<file path="src/tacu_pkg.sv">
`default_nettype none
// ----------------------------------------------------------------------------
// tacu_pkg
// Shared types and constants for the tabular actor-critic update block.
// ----------------------------------------------------------------------------
package tacu_pkg;

    localparam int DEF_GRID_ROWS = 32;
    localparam int DEF_GRID_COLS = 32;

    localparam int COORD_W     = 5;
    localparam int ACT_W       = 2;
    localparam int NUM_ACTIONS = 4;
    localparam int VAL_W       = 24;
    localparam int PREF_W      = 23;
    localparam int RATE_W      = 17;
    localparam int CFG_IDX_W   = 3;

    localparam logic [RATE_W-1:0] Q_ONE = 17'd65536;

    localparam logic [RATE_W-1:0] DISCOUNT_RST    = 17'd62259;
    localparam logic [RATE_W-1:0] CRITIC_RATE_RST = 17'd6554;
    localparam logic [RATE_W-1:0] ACTOR_RATE_RST  = 17'd655;
    localparam logic [RATE_W-1:0] PREF_FLOOR_RST  = 17'd655;

    localparam logic [CFG_IDX_W-1:0] CFG_DISCOUNT    = 3'd0;
    localparam logic [CFG_IDX_W-1:0] CFG_CRITIC_RATE = 3'd1;
    localparam logic [CFG_IDX_W-1:0] CFG_ACTOR_RATE  = 3'd2;
    localparam logic [CFG_IDX_W-1:0] CFG_PREF_FLOOR  = 3'd3;

    localparam logic [VAL_W-1:0] VAL_ZERO = 24'd0;
    localparam logic [VAL_W-1:0] PREF_RST = 24'd65536;

    typedef logic [NUM_ACTIONS-1:0][VAL_W-1:0] pref_row_t;

    typedef struct packed {
        logic [RATE_W-1:0] discount;
        logic [RATE_W-1:0] critic_rate;
        logic [RATE_W-1:0] actor_rate;
        logic [RATE_W-1:0] pref_floor;
    } cfg_t;

endpackage
`default_nettype wire

</file>
<file path="src/tacu_ctrl.sv">
`default_nettype none
// ----------------------------------------------------------------------------
// tacu_ctrl
// Sequencer and arithmetic: clear pass, table reads, TD error through a
// shared multiplier, write-back and result register.
// ----------------------------------------------------------------------------
module tacu_ctrl #(
    parameter int GRID_ROWS = tacu_pkg::DEF_GRID_ROWS,
    parameter int GRID_COLS = tacu_pkg::DEF_GRID_COLS
) (
    input  wire logic                                         aclk,
    input  wire logic                                         aresetn,
    input  wire tacu_pkg::cfg_t                               cfg,
    input  wire logic                                         s_valid,
    output logic                                              s_ready,
    input  wire logic [tacu_pkg::COORD_W-1:0]                 s_cur_row,
    input  wire logic [tacu_pkg::COORD_W-1:0]                 s_cur_col,
    input  wire logic [tacu_pkg::ACT_W-1:0]                   s_action,
    input  wire logic signed [tacu_pkg::VAL_W-1:0]            s_reward,
    input  wire logic [tacu_pkg::COORD_W-1:0]                 s_next_row,
    input  wire logic [tacu_pkg::COORD_W-1:0]                 s_next_col,
    output logic                                              m_valid,
    input  wire logic                                         m_ready,
    output logic signed [tacu_pkg::VAL_W-1:0]                 m_td_error,
    output logic signed [tacu_pkg::VAL_W-1:0]                 m_new_state_value,
    output logic [tacu_pkg::PREF_W-1:0]                       m_new_preference,
    output logic                                              crit_rd_en,
    output logic [$clog2(GRID_ROWS*GRID_COLS)-1:0]            crit_rd_addr_a,
    output logic [$clog2(GRID_ROWS*GRID_COLS)-1:0]            crit_rd_addr_b,
    input  wire logic [tacu_pkg::VAL_W-1:0]                   crit_rd_data_a,
    input  wire logic [tacu_pkg::VAL_W-1:0]                   crit_rd_data_b,
    output logic                                              crit_wr_en,
    output logic [$clog2(GRID_ROWS*GRID_COLS)-1:0]            crit_wr_addr,
    output logic [tacu_pkg::VAL_W-1:0]                        crit_wr_data,
    output logic                                              pref_rd_en,
    output logic [$clog2(GRID_ROWS*GRID_COLS)-1:0]            pref_rd_addr,
    input  wire tacu_pkg::pref_row_t                          pref_rd_data,
    output logic                                              pref_wr_en,
    output logic [$clog2(GRID_ROWS*GRID_COLS)-1:0]            pref_wr_addr,
    output tacu_pkg::pref_row_t                               pref_wr_data
);

    localparam int NCELLS   = GRID_ROWS * GRID_COLS;
    localparam int CELL_W   = $clog2(NCELLS);
    localparam int ROW_LAST = GRID_ROWS - 1;
    localparam int COL_LAST = GRID_COLS - 1;
    localparam int PROD_W   = tacu_pkg::RATE_W + 1 + tacu_pkg::VAL_W;
    localparam int RND_W    = PROD_W - 16;
    localparam int SUM_W    = 28;

    typedef enum logic [6:0] {
        ST_CLEAR = 7'b0000001,
        ST_IDLE  = 7'b0000010,
        ST_MULD  = 7'b0000100,
        ST_TD    = 7'b0001000,
        ST_MULC  = 7'b0010000,
        ST_MULA  = 7'b0100000,
        ST_UPD   = 7'b1000000
    } state_t;

    function automatic logic [tacu_pkg::COORD_W-1:0] sat_coord(
        input logic [tacu_pkg::COORD_W-1:0] c,
        input int                           last
    );
        if (32'(c) > last) begin
            return tacu_pkg::COORD_W'(last);
        end
        return c;
    endfunction

    function automatic logic signed [RND_W-1:0] round_q16(input logic signed [PROD_W-1:0] p);
        logic signed [PROD_W-1:0] biased;
        biased = p + PROD_W'(32768);
        return $signed(biased[PROD_W-1:16]);
    endfunction

    function automatic logic signed [tacu_pkg::VAL_W-1:0] sat_val(
        input logic signed [SUM_W-1:0] x
    );
        if (x > SUM_W'(8388607)) begin
            return 24'sh7FFFFF;
        end else if (x < -SUM_W'(8388608)) begin
            return 24'sh800000;
        end
        return x[tacu_pkg::VAL_W-1:0];
    endfunction

    state_t                              state_reg, state_next;
    logic [CELL_W-1:0]                   clr_cnt_reg, clr_cnt_next;
    logic [CELL_W-1:0]                   cur_reg, cur_next;
    logic [tacu_pkg::ACT_W-1:0]          act_reg, act_next;
    logic signed [tacu_pkg::VAL_W-1:0]   reward_reg, reward_next;
    logic signed [tacu_pkg::VAL_W-1:0]   td_reg, td_next;
    logic signed [PROD_W-1:0]            prod_reg, prod_next;
    logic signed [tacu_pkg::VAL_W-1:0]   nv_reg, nv_next;
    logic                                m_valid_reg, m_valid_next;
    logic signed [tacu_pkg::VAL_W-1:0]   m_td_reg, m_td_next;
    logic signed [tacu_pkg::VAL_W-1:0]   m_nv_reg, m_nv_next;
    logic [tacu_pkg::PREF_W-1:0]         m_np_reg, m_np_next;

    logic                                accept;
    logic                                out_free;
    logic [CELL_W-1:0]                   cur_idx;
    logic [CELL_W-1:0]                   nxt_idx;
    logic [tacu_pkg::RATE_W-1:0]         mul_rate;
    logic signed [tacu_pkg::VAL_W-1:0]   mul_opnd;
    logic signed [PROD_W-1:0]            mul_out;
    logic signed [RND_W-1:0]             prod_rnd;
    logic signed [SUM_W-1:0]             td_sum;
    logic signed [SUM_W-1:0]             nv_sum;
    logic signed [SUM_W-1:0]             np_sum;
    logic signed [tacu_pkg::VAL_W-1:0]   np_sat;
    logic signed [tacu_pkg::VAL_W-1:0]   floor_val;
    logic signed [tacu_pkg::VAL_W-1:0]   np_val;
    tacu_pkg::pref_row_t                 row_upd;

    assign cur_idx = CELL_W'(sat_coord(s_cur_row, ROW_LAST)) * CELL_W'(GRID_COLS)
                   + CELL_W'(sat_coord(s_cur_col, COL_LAST));
    assign nxt_idx = CELL_W'(sat_coord(s_next_row, ROW_LAST)) * CELL_W'(GRID_COLS)
                   + CELL_W'(sat_coord(s_next_col, COL_LAST));

    assign s_ready  = (state_reg == ST_IDLE);
    assign accept   = s_valid && s_ready;
    assign out_free = !m_valid_reg || m_ready;

    // shared multiplier: discount, then critic rate, then actor rate
    always_comb begin
        case (state_reg)
            ST_MULD: begin
                mul_rate = cfg.discount;
                mul_opnd = $signed(crit_rd_data_b);
            end
            ST_MULC: begin
                mul_rate = cfg.critic_rate;
                mul_opnd = td_reg;
            end
            default: begin
                mul_rate = cfg.actor_rate;
                mul_opnd = td_reg;
            end
        endcase
    end

    assign mul_out  = $signed({1'b0, mul_rate}) * mul_opnd;
    assign prod_rnd = round_q16(prod_reg);

    assign td_sum = SUM_W'(reward_reg) + SUM_W'(prod_rnd)
                  - SUM_W'($signed(crit_rd_data_a));
    assign nv_sum = SUM_W'($signed(crit_rd_data_a)) + SUM_W'(prod_rnd);
    assign np_sum = SUM_W'($signed(pref_rd_data[act_reg])) + SUM_W'(prod_rnd);
    assign np_sat    = sat_val(np_sum);
    assign floor_val = $signed({7'd0, cfg.pref_floor});
    assign np_val    = (np_sat < floor_val) ? floor_val : np_sat;

    always_comb begin
        row_upd          = pref_rd_data;
        row_upd[act_reg] = np_val;
    end

    always_comb begin
        state_next   = state_reg;
        clr_cnt_next = clr_cnt_reg;
        cur_next     = cur_reg;
        act_next     = act_reg;
        reward_next  = reward_reg;
        td_next      = td_reg;
        prod_next    = prod_reg;
        nv_next      = nv_reg;
        m_valid_next = m_valid_reg && !m_ready;
        m_td_next    = m_td_reg;
        m_nv_next    = m_nv_reg;
        m_np_next    = m_np_reg;

        crit_rd_en     = accept;
        crit_rd_addr_a = cur_idx;
        crit_rd_addr_b = nxt_idx;
        pref_rd_en     = accept;
        pref_rd_addr   = cur_idx;
        crit_wr_en     = 1'b0;
        crit_wr_addr   = cur_reg;
        crit_wr_data   = nv_reg;
        pref_wr_en     = 1'b0;
        pref_wr_addr   = cur_reg;
        pref_wr_data   = row_upd;

        case (state_reg)
            ST_CLEAR: begin
                crit_wr_en   = 1'b1;
                crit_wr_addr = clr_cnt_reg;
                crit_wr_data = tacu_pkg::VAL_ZERO;
                pref_wr_en   = 1'b1;
                pref_wr_addr = clr_cnt_reg;
                pref_wr_data = {tacu_pkg::NUM_ACTIONS{tacu_pkg::PREF_RST}};
                clr_cnt_next = clr_cnt_reg + 1'b1;
                if (clr_cnt_reg == CELL_W'(NCELLS - 1)) begin
                    state_next = ST_IDLE;
                end
            end
            ST_IDLE: begin
                if (accept) begin
                    cur_next    = cur_idx;
                    act_next    = s_action;
                    reward_next = s_reward;
                    state_next  = ST_MULD;
                end
            end
            ST_MULD: begin
                prod_next  = mul_out;
                state_next = ST_TD;
            end
            ST_TD: begin
                td_next    = sat_val(td_sum);
                state_next = ST_MULC;
            end
            ST_MULC: begin
                prod_next  = mul_out;
                state_next = ST_MULA;
            end
            ST_MULA: begin
                nv_next    = sat_val(nv_sum);
                prod_next  = mul_out;
                state_next = ST_UPD;
            end
            ST_UPD: begin
                // hold until the result register is free
                if (out_free) begin
                    crit_wr_en   = 1'b1;
                    pref_wr_en   = 1'b1;
                    m_valid_next = 1'b1;
                    m_td_next    = td_reg;
                    m_nv_next    = nv_reg;
                    m_np_next    = np_val[tacu_pkg::PREF_W-1:0];
                    state_next   = ST_IDLE;
                end
            end
            default: begin
                state_next = ST_IDLE;
            end
        endcase
    end

    always_ff @(posedge aclk) begin
        if (!aresetn) begin
            state_reg   <= ST_CLEAR;
            clr_cnt_reg <= '0;
            m_valid_reg <= 1'b0;
        end else begin
            state_reg   <= state_next;
            clr_cnt_reg <= clr_cnt_next;
            m_valid_reg <= m_valid_next;
        end
    end

    always_ff @(posedge aclk) begin
        cur_reg    <= cur_next;
        act_reg    <= act_next;
        reward_reg <= reward_next;
        td_reg     <= td_next;
        prod_reg   <= prod_next;
        nv_reg     <= nv_next;
        m_td_reg   <= m_td_next;
        m_nv_reg   <= m_nv_next;
        m_np_reg   <= m_np_next;
    end

    assign m_valid           = m_valid_reg;
    assign m_td_error        = m_td_reg;
    assign m_new_state_value = m_nv_reg;
    assign m_new_preference  = m_np_reg;

endmodule
`default_nettype wire

</file>
<file path="config.mk">
export PLATFORM = sky130hd
export DESIGN_NAME = tacu_ctrl
export DESIGN_NICKNAME = d
export VERILOG_FILES = /design/src/tacu_pkg.sv /design/src/tacu_ctrl.sv
export SDC_FILE = /design/constraint.sdc
export NUM_CORES = 2
export LEC_CHECK = 0
export ABC_AREA = 0
export BUFFER_PORTS_ARGS = -buffer_cell sky130_fd_sc_hd__buf_2
export CORE_ASPECT_RATIO = 0.7
export CORE_MARGIN = 8
export CORE_UTILIZATION = 60
export CTS_BUF_LIST = sky130_fd_sc_hd__clkbuf_4 sky130_fd_sc_hd__clkbuf_8
export DETAILED_ROUTE_END_ITERATION = 8
export GPL_ROUTABILITY_DRIVEN = 0
export PLACE_DENSITY = 0.87
export SYNTH_ARGS = -nofsm -noshare
export SYNTH_HDL_FRONTEND = slang
export SYNTH_SLANG_ARGS = --single-unit
</file>
<file path="constraint.sdc">
create_clock -name aclk -period 17.9 [get_ports aclk]
set_input_delay 3.58 -clock aclk [delete_from_list [all_inputs] [get_ports aclk]]
set_output_delay 3.58 -clock aclk [all_outputs]
set_load 0.02 [all_outputs]
</file>
# == After elaboration in Yosys (flattened, before gate mapping) ==
# Index checks and enable logic that the tools add are counted.
# classes
add_sub_neg,8
mul,1
magnitude_cmp,9
eq_ne,11
mux,36
n_reduce_logical,10
# ops
op,n
24-bit two-way mux,14
96-bit bitwise mux,1
96-bit two-way mux,1
24-bit by 26-bit adder with 27-bit output,3
"27-bit by 24-bit > comparator with 1-bit output, second input constant",2
"27-bit by 24-bit < comparator with 1-bit output, second input constant",2
7-bit case mux with 7 select lines,1
24-bit binary-select mux with 2-bit select,1
24-bit demux with 2-bit select,1
"42-bit by 17-bit adder with 42-bit output, second input constant",1
18-bit by 24-bit multiplier with 42-bit output,1
17-bit case mux with 2 select lines,1
"28-bit by 24-bit > comparator with 1-bit output, second input constant",1
"28-bit by 24-bit < comparator with 1-bit output, second input constant",1
27-bit by 24-bit subtractor with 28-bit output,1
24-bit by 18-bit < comparator with 1-bit output,1
7-bit two-way mux,3
10-bit by 5-bit adder with 10-bit output,2
1-bit two-way mux,11
"10-bit by 1-bit adder with 10-bit output, second input constant",1
"10-bit equality test, second input constant",1
10-bit two-way mux,1
"7-bit by 1-bit equality test with 1-bit output, second input constant",1
"7-bit by 2-bit equality test with 1-bit output, second input constant",1
16 further kinds,21
# word_totals
ff_bits,215
word_cells,87

# == Longest topological paths before layout ==
# logic_depth
ltp_word,11
ltp_mapped,37

# == Worst setup path before layout ==
# No wires, ideal clock.
# synth_path
path_kind,input to output
from,in pref_rd_data[72] (netlist name)
to,out pref_wr_data[16] (netlist name)
t_arrival_ns,10.130
t_required_ns,14.320
path_slack_ns,4.190
cell_stages,29
n_path_buf,1
path_cell_list,mux4_2 -> ha_1 -> fa_1 -> a211oi_1 -> o21ai_2 -> a21oi_4 -> o211ai_1 -> a2111oi_2 -> o31ai_1 -> nor3_1 -> buf_2 -> o21bai_1 -> nor2b_1 -> ha_1 -> a21o_1 -> a21o_1 -> a21o_1 -> a21o_1 -> a21o_1 -> a21oi_1 -> o21ai_0 -> nor4b_1 -> nand4_1 -> a31oi_1 -> ha_1 -> inv_1 -> mux2_2 -> a31oi_4 -> a2bb2oi_1
# synth_lines
item,line_no,rtl
from (decl),tacu_ctrl.sv:37,"input wire tacu_pkg::pref_row_t pref_rd_data,"
to (decl),tacu_ctrl.sv:40,output tacu_pkg::pref_row_t pref_wr_data

==> impl_metrics.toml <==
[synthesis]
synth_common_cells = "inv_1, nand2_1, fa_1"
yosysTopAreaCell = "fa_1"
syn_inst = 3207
ys_async_sr_fraction = 0
syn_area_per_cell_um2 = 9.20
yosysUniqueCellTypes = 88
yosysWarnings = 0
yosys-top-cells-area = "fa_1, edfxtp_1, ha_1"
synth-seq-cells = 200
yosysSeqAreaShare = 0.197
yosysMostFrequentCell = "inv_1"
synth-main-ff-cell = "edfxtp_1"
syn_area_mm2 = 0.0295
synth.net_count = 4094
synth-edff-count = 182
synthDominantCellAreaShare = 0.290

[grt]
track_usage = 0.312
antenna_found_initial = 13
grt_pass1_vias = 24900
grt_pass1_wl_mm = 139
grt_max_degree = 87
grt_overflow = 0

[critical_path]
arrival_ns = 11.86
crit_required_ns = 14.32
crit_path_max_fanout = 23
crit_path_top_delay_cell = "ha_1"
cp-end-kind = "output pin"
critPathLaunchType = "input port"
cpPeakStageDelay_ns = 0.89
crit_top_cell = "a21o_1"
critPathKind = "in2out"
cp.buffers_inverters = 3
path_delay_family = "compound AO/OA/AOI/OAI gates"

[clocking]
post-cts-setup-buffer-count = 0
cts_hold_buf = 0
cts_tree = "built"
cts_made_buffers = 17
clock_latency_ns = 0.55
cts_resized = 0
clock_sinks = 200
clk_pin_slew_worst_paths_ns = 0.12
htreeDepth = 4
cts.path.max_buffers = 2
root_buffer = "clkbuf_8"

[power_and_ir_drop]
vdd_drop_max_v = 0.000169
power_leakage_nw = 15.8
power-per-cell-area_mw_per_mm2 = 92.4

[die]
die_w_um = 281
ios = 509
core_area_mm2 = 0.0489
die_area_mm2 = 0.0566
die_h_um = 202
rows = 68
initial_core_util = 0.603

[timing]
tightestPinTransition_ns = 1.19
fin_crit_ns = 15.44
slew_headroom = 0.206
fmax_ghz = 0.0648
setup_viol = 0
slew_viol_final = 0
rsz0062_at_grt = "false"
final.setup_skew_ns = 0.0248
worst_slack_ns = 2.46
hold_viol = 0
fin_tns_setup_ns = 0
finalCritPeriodShare = 0.862

[placed_design]
numPortBuffers = 488
pre_cts_slack_ns = 2.70
hpwl_mm = 75.0

[finish]
largest_reg_flops = 27
drive_gt1_frac = 0.177
final_nets = 4469
syn2layout_area_growth_pct = 11.0
n_fill_cell = 3768

[detailed_routing]
drtAntennaViolNets = 0
drt_iter0_markers = 3291
wl_mm = 89.5
dr.pass1.iters = 6
vias_per_cell = 5.97
wire_per_inst_um = 21.0
drcViolationCount = 0
vias = 25500

[run_status]
status = "finished, final reports clean"

[min_path]
hp-class = "reg2reg"

[run]
maxCapViolations = 0
[path summary, 6_finish.rpt]
check                           slack [ns]                 startpoint  cells past startpoint                              to
worst min-delay path                  0.45        nv_reg[1]$_DFFE_PP_                      0  m_new_state_value[1]$_DFFE_PP_
worst max register to register        8.07  state_reg[5]$_SDFFE_PN0P_                     26          prod_reg[41]$_DFFE_PP_
worst max-delay path                  2.46           pref_rd_data[72]                     30                pref_wr_data[86]
worst min register to register        0.45        nv_reg[1]$_DFFE_PP_                      0  m_new_state_value[1]$_DFFE_PP_
[cell usage in the layout (no fill, tap or decap), types with 14 or more instances in the layout]
cell type / count
o21ai_0: 133
xor2_1: 28
clkbuf_8: 17
nand2_1: 446
and3_1: 20
mux4_2: 24
a211oi_1: 14
nor2_1: 221
buf_4: 35
fa_1: 427
inv_1: 512
a21oi_1: 155
edfxtp_1: 182
dfxtp_1: 18
mux2i_1: 27
xnor2_1: 93
o21a_1: 18
ha_1: 198
nand3_1: 69
nor3_1: 24
a21o_1: 92
buf_2: 488
and2_1: 59
nor2b_1: 20
nand2b_1: 25
[report_power, final]
group / internal, mW / leakage (nW) / switching [mW] / total (mW)
registers: 0.630 / 1.78 / 0.000648 / 0.631
clock network: 0.110 / 0.212 / 0.210 / 0.321
logic: 0.929 / 13.8 / 1.14 / 2.07
total: 1.67 / 15.8 / 1.35 / 3.02
[through the flow]
| step | hold WS [ns] | instance area, um^2 | cells | power, mW | util |
|---|---|---|---|---|---|
| final | 0.448 | 32800 | 4268 | 3.02 | 0.670 |
| after global routing | 0.478 | 32700 | 4264 | 3.32 | 0.669 |
| after CTS | 0.451 | 32700 | 4260 | 3.03 | 0.669 |
| after detailed placement | 0.423 | 32300 | 4228 | 2.70 | 0.660 |
| after global placement | 0.422 | 32300 | 4228 | 2.59 | 0.660 |
| after floorplan | 0.417 | 29500 | 3207 | 2.25 | - |
[cell type report]
class                      instances  area (um^2)  share of cell area
multi-input combinational       2328        21000               0.642
sequential                       200         5830               0.178
timing repair buffer             523         2710              0.0826
inverter                         512         1920              0.0587
tap                              665          832              0.0254
clock buffer                      17          234             0.00714
clock inverter                    15          191             0.00584
antenna                            8         20.0            0.000611
[metal layers]
metal,track usage,routed length (um),part of all wire
met5,0,126,0.0014
met4,0.0968,3150,0.035
met3,0.0815,10800,0.12
met2,0.461,39300,0.44
met1,0.448,36100,0.40
[kinds of logic after synthesis]
group	after synthesis	share of synthesized area
AND/OR/NAND/NOR	953	0.143
buffers and inverters	679	0.0925
adder cells (fa/ha/maj)	625	0.374
AO/OA/AOI/OAI	576	0.129
flip-flops	200	0.197
XOR/XNOR	121	0.0359
multiplexers	53	0.0282
Power figures use the tool's default switching activity.
